File: config.mk
export PLATFORM = sky130hd
export DESIGN_NAME = agss_ctrl
export DESIGN_NICKNAME = d
export VERILOG_FILES = /design/src/sv/agss_pkg.sv /design/src/sv/agss_ctrl.sv
export SDC_FILE = /design/constraint.sdc
export NUM_CORES = 1
export LEC_CHECK = 0
export BUFFER_PORTS_ARGS = -buffer_cell sky130_fd_sc_hd__clkbuf_2
export CELL_PAD_IN_SITES_DETAIL_PLACEMENT = 1
export CELL_PAD_IN_SITES_GLOBAL_PLACEMENT = 1
export CORE_AREA = 2 2 39 41
export CTS_BUF_LIST = sky130_fd_sc_hd__clkbuf_8
export DETAILED_ROUTE_END_ITERATION = 10
export DIE_AREA = 0 0 41 43
export GPL_TIMING_DRIVEN = 0
export PLACE_DENSITY = 0.67
export SYNTH_ARGS = -nofsm -noshare
export SYNTH_HDL_FRONTEND = slang
export SYNTH_SLANG_ARGS = --single-unit
File: constraint.sdc
create_clock -name clk -period 2.35 [get_ports clk]
set_input_delay 0.47 -clock clk [delete_from_list [all_inputs] [get_ports clk]]
set_output_delay 0.47 -clock clk [all_outputs]
set_load 0.03 [all_outputs]
File: src/sv/agss_pkg.sv
// Shared types and constants for the adjacency matrix graph store.
`default_nettype none
package agss_pkg;

	localparam int VTX_W  = 6;
	localparam int EDGE_W = 12;
	localparam int CNT_W  = 7;

	localparam logic [1:0] FUNC_ADD    = 2'd0;
	localparam logic [1:0] FUNC_REMOVE = 2'd1;
	localparam logic [1:0] FUNC_LIST   = 2'd2;
	localparam logic [1:0] FUNC_NONE   = 2'd3;

	localparam logic STATUS_OK      = 1'b0;
	localparam logic STATUS_INVALID = 1'b1;

	localparam logic [CNT_W-1:0] VCOUNT_RESET = 7'd64;

	typedef struct packed {
		logic [1:0]       func;
		logic [VTX_W-1:0] vertex_a;
		logic [VTX_W-1:0] vertex_b;
	} req_word_t;

	typedef struct packed {
		logic              status;
		logic              has_neighbor;
		logic [VTX_W-1:0]  neighbor;
		logic [EDGE_W-1:0] edge_total;
		logic              last;
	} res_word_t;

	typedef enum logic [2:0] {
		ST_IDLE,
		ST_EDGE_A,
		ST_EDGE_B,
		ST_QLOAD,
		ST_SCAN
	} state_t;

	typedef enum logic [1:0] {
		EMIT_NONE,
		EMIT_REQ,
		EMIT_DONE,
		EMIT_NBR
	} emit_t;

	typedef struct packed {
		logic  cfg_wr;
		logic  capture;
		logic  wr_a;
		logic  wr_b;
		logic  cnt_step;
		logic  scan_step;
		logic  scan_from_ram;
		emit_t emit;
	} dp_cmd_t;

	typedef struct packed {
		logic       bad;
		logic [1:0] req_func;
		logic [1:0] item_func;
		logic       present;
		logic       self_loop;
		logic       rem_zero;
		logic       rem_last;
	} dp_stat_t;

endpackage
`default_nettype wire

File: src/sv/agss_ctrl.sv
// Controller state machine for the graph store.
`default_nettype none
module agss_ctrl
	import agss_pkg::*;
(
	input  wire logic     clk,
	input  wire logic     arst_n,
	input  wire logic     start,
	input  wire logic     cfg_valid,
	input  wire dp_stat_t stat,
	output logic          busy,
	output logic          cfg_ready,
	output dp_cmd_t       cmd
);

	state_t state_q;
	state_t state_d;
	logic   change;

	always_ff @(posedge clk or negedge arst_n) begin
		if (!arst_n) begin
			state_q <= ST_IDLE;
		end else begin
			state_q <= state_d;
		end
	end

	always_comb begin
		state_d   = state_q;
		cmd       = '0;
		cmd.emit  = EMIT_NONE;
		busy      = (state_q != ST_IDLE);
		cfg_ready = (state_q == ST_IDLE) && !start;
		cmd.cfg_wr = cfg_valid && cfg_ready;
		change    = (stat.item_func == FUNC_ADD) ? !stat.present : stat.present;
		case (state_q)
			ST_IDLE: begin
				if (start) begin
					if (stat.bad || stat.req_func == FUNC_NONE) begin
						cmd.emit = EMIT_REQ;
					end else begin
						cmd.capture = 1'b1;
						state_d = (stat.req_func == FUNC_LIST) ? ST_QLOAD : ST_EDGE_A;
					end
				end
			end
			ST_EDGE_A: begin
				if (change) begin
					cmd.wr_a     = 1'b1;
					cmd.cnt_step = 1'b1;
					if (stat.self_loop) begin
						cmd.emit = EMIT_DONE;
						state_d  = ST_IDLE;
					end else begin
						state_d = ST_EDGE_B;
					end
				end else begin
					cmd.emit = EMIT_DONE;
					state_d  = ST_IDLE;
				end
			end
			ST_EDGE_B: begin
				cmd.wr_b = 1'b1;
				cmd.emit = EMIT_DONE;
				state_d  = ST_IDLE;
			end
			ST_QLOAD, ST_SCAN: begin
				cmd.scan_from_ram = (state_q == ST_QLOAD);
				if (stat.rem_zero) begin
					cmd.emit = EMIT_DONE;
					state_d  = ST_IDLE;
				end else begin
					cmd.emit      = EMIT_NBR;
					cmd.scan_step = 1'b1;
					state_d       = stat.rem_last ? ST_IDLE : ST_SCAN;
				end
			end
			default: begin
				state_d = ST_IDLE;
			end
		endcase
	end

`ifndef SYNTHESIS
	a_edge_b_order: assert property (@(posedge clk) disable iff (!arst_n)
		(state_q == ST_EDGE_B) |-> ($past(state_q) == ST_EDGE_A))
		else $error("mirror row write without first row write");

	a_scan_order: assert property (@(posedge clk) disable iff (!arst_n)
		(state_q == ST_SCAN) |-> ($past(state_q) == ST_QLOAD || $past(state_q) == ST_SCAN))
		else $error("row scan entered without row load");
`endif

endmodule
`default_nettype wire

* Word-level counts from Yosys, hierarchy flattened
Cells that the tools add are included.
Word-level totals: flip-flop bits (word level) 3, input bits 13, output and inout bits 11, logic and storage cells 42
Cells by class: equal/unequal tests 8, mux-type cells 23, reduce and logical (&&, ||, !) cells 10
Operator list (count):
- 2-bit 2-to-1 mux | 6
- 3-bit 2-to-1 mux | 4
- 1-bit 2-to-1 mux | 11
- 3-bit case mux with 3 select lines | 1
- 2-bit case mux with 4 select lines | 1
- 3-bit by 2-bit equality test with 1-bit output (second input constant) | 2
- 2-bit equality test (second input constant) | 2
- 2-bit inequality test (second input constant) | 2
- 3-bit by 1-bit equality test with 1-bit output (second input constant) | 1
- 3-bit equality test (second input constant) | 1
- 3-bit zero test | 1
- 3-bit nonzero test | 1
- 1-bit logical AND | 2
- 1-bit zero test | 2
- 2-bit zero test | 1
- 2-bit AND reduction | 1
- 2-bit OR reduction | 1
- 1-bit logical OR | 1

* Logic depth before layout (Yosys ltp)
depth in word-level cells 5, gate-level depth with buffers 4, depth with buffers taken out 4

* Worst setup path after synthesis
Ideal clock, no wire load.
kind input -> output, from input stat[5] (netlist bit), to output cmd[6] (netlist bit), arrival time 2.038 ns, required time 1.880 ns, slack -0.158 ns, cell stages on the path 3, path buffers 1, cell sequence or3_4 a2111oi_2 buf_4
RTL lines:
- from (decl) | line agss_ctrl.sv:10 | input wire dp_stat_t stat,
- to (decl) | line agss_ctrl.sv:13 | output dp_cmd_t cmd

==> flow_summary.json <==
{
  "ios": 24,
  "synth.top_cell.area_share_pct": 31.1,
  "hold_viol": 0,
  "cts-root-buf": "clkbuf_8",
  "track_usage_pct": 9.76,
  "clock-sinks": 3,
  "cts_tree": "done",
  "finClkSkew_ns": 0.00282,
  "syn_nets": 44,
  "gp_congestion": 0.620,
  "grt_pass1_vias": 286,
  "final_common_cell": "clkbuf_2",
  "area_growth_pct": 79.8,
  "h-tree-depth": 1,
  "drc_errors": 0,
  "period_needed_ns": 2.17,
  "wl_met2_um": 304,
  "num_vias": 319,
  "crit_type": "in -> out",
  "drv_cap": 0,
  "diodes": 0,
  "grt_max_degree": 7,
  "viasPerCell": 4.31,
  "drive_above_1_share_pct": 51.7,
  "reg_top3": "state_q x3",
  "postCtsSetupBuffers": 0,
  "worstMarginPinSlew_ns": 0.414,
  "synth_seq_area_share_pct": 31.1,
  "syn_area_um2": 241,
  "critPathMaxFanout": 3,
  "synth_cell_types": 18,
  "grt_overflow": 0,
  "die-height_um": 43,
  "setup-tns-final_ns": 0,
  "vdd_drop_max_uv": 221,
  "p_leak_nw": 0.258,
  "layout_common_cells": "23 x clkbuf_2, 6 x inv_1, 4 x nor2_1",
  "initial_core_util_pct": 17.5,
  "crit_arrival_ns": 1.70,
  "die_area_um2": 1760,
  "outcome": "finished clean",
  "met3_wirelength_um": 74,
  "clock.fmax_ghz": 0.460,
  "start_kind": "input pin",
  "grt_pass1_wl_mm": 1.10,
  "post_cts_resized": 0,
  "wire_per_inst_um": 8.73,
  "period_share_pct": 92.5,
  "maxSlewViolCount": 0,
  "drt_pass1_iterations": 2,
  "cts.clk_slew.worst_paths_ns": 0.03,
  "largest_reg_flops": 3,
  "hold_buffers": 0,
  "rsz0062_at_grt": "false",
  "required_ns": 1.88,
  "synthCells": 31,
  "drtAntennaViolNets": 0,
  "clockBufferDepth": 2,
  "cts_inserted_buffers": 3,
  "core_area_um2": 1380,
  "synth.avg_cell_area_um2": 7.79,
  "drt_iter0_drc": 1,
  "met1_length_um": 254,
  "antenna_found_initial": 0,
  "synth_top_cell_by_area": "dfrtp_1",
  "clock_latency_ns": 0.21,
  "setup_viol": 0,
  "critPathCaptureType": "output port",
  "hp-class": "in -> async",
  "fin_area_um2": 434,
  "slew_headroom_pct": 72.1,
  "drt_wl_total_um": 646,
  "nets": 72,
  "io_buffers": 23,
  "rows": 14,
  "ys_seq_elements": 3,
  "regMostFlops": "state_q",
  "place_area_um2": 377,
  "yosys-top-cells-area": "dfrtp_1 31%, inv_1 7.8%, a2111oi_2 6.2%, nor2_1 6.2%, and3_1 5.2%",
  "top_layer_used": "met4",
  "p_per_area_nw_per_um2": 608,
  "yosysWarningCount": 0,
  "fp.dieW_um": 41
}
[cell families (layout without fill, tap and decap cells)]
| logic type | count (synthesis) | after routing | share of synthesized area (%) |
|---|---|---|---|
| buffers and inverters | 6 | 33 | 10.9 |
| AND/OR/NAND/NOR | 14 | 14 | 33.2 |
| flip-flops | 3 | 3 | 31.1 |
| AO/OA/AOI/OAI | 8 | 8 | 24.9 |
[critical path, cell delays in order]
cell and delay, ns:
clkbuf_2 0.09, or3_4 0.40, a2111oi_4 0.40, buf_4 0.16, clkbuf_2 0.19
[worst paths after layout]
kind,from,to,slack (ns),cells past startpoint
worst max-delay path,stat[5],cmd[6],0.18,5
worst min-delay path,arst_n,state_q[2]$_DFFE_PN0P_,0.05,1
worst max register to register,state_q[1]$_DFFE_PN0P_,state_q[2]$_DFFE_PN0P_,1.07,3
worst min register to register,state_q[1]$_DFFE_PN0P_,state_q[1]$_DFFE_PN0P_,0.66,2
max in group asynchronous,arst_n,state_q[1]$_DFFE_PN0P_,2.19,1
min in group clk,stat[0],state_q[2]$_DFFE_PN0P_,0.41,2
[cells in the mapped netlist]
library cell,number
nand2_1,2
nor2_1,4
o2bb2ai_1,1
buf_4,1
and3_1,2
a21oi_1,2
nand2b_1,1
nor3_1,1
or3b_2,1
o311ai_0,1
inv_1,5
or3_4,1
a2111oi_2,1
nand3b_1,1
a21o_1,1
dfrtp_1,3
and2_1,1
o21ai_0,2
[area by class of cell]
cell class / instances / area, um^2
fill: 176 / 950
clock inverter: 1 / 3.75
multi-input combinational: 22 / 153
timing repair buffer: 23 / 115
sequential: 3 / 75.1
buffer: 1 / 7.51
clock buffer: 3 / 41.3
tap: 16 / 20.0
inverter: 5 / 18.8
[per-layer routing]
| metal | vias to the layer above | global-route usage, % |
|---|---|---|
| met5 | - | 0 |
| met4 | 0 | 8.00 |
| met3 | 2 | 6.28 |
| met2 | 16 | 12.8 |
| met1 | 140 | 10.4 |
| li1 | 161 | - |
[per-stage QoR]
step	worst slack [ns]	total power, mW	utilization, %	cells	hold slack [ns]
2_1_floorplan	-0.158	0.0965	-	31	0.174
3_3_place_gp	0.0895	0.121	27.2	70	0.268
3_5_place_dp	0.0866	0.122	27.2	70	0.270
4_1_cts	0.0807	0.268	30.5	74	0.0426
5_1_grt	0.0955	0.284	31.4	74	0.0447
6_report	0.176	0.264	31.4	74	0.0453
[power breakdown]
group          internal, mW  total (mW)  leakage [nW]  switching, mW
Clock                 0.111       0.142        0.0269         0.0310
Combinational        0.0233      0.0656         0.190         0.0423
Sequential           0.0539      0.0566        0.0410        0.00262
(Power assumes the default switching activity.)
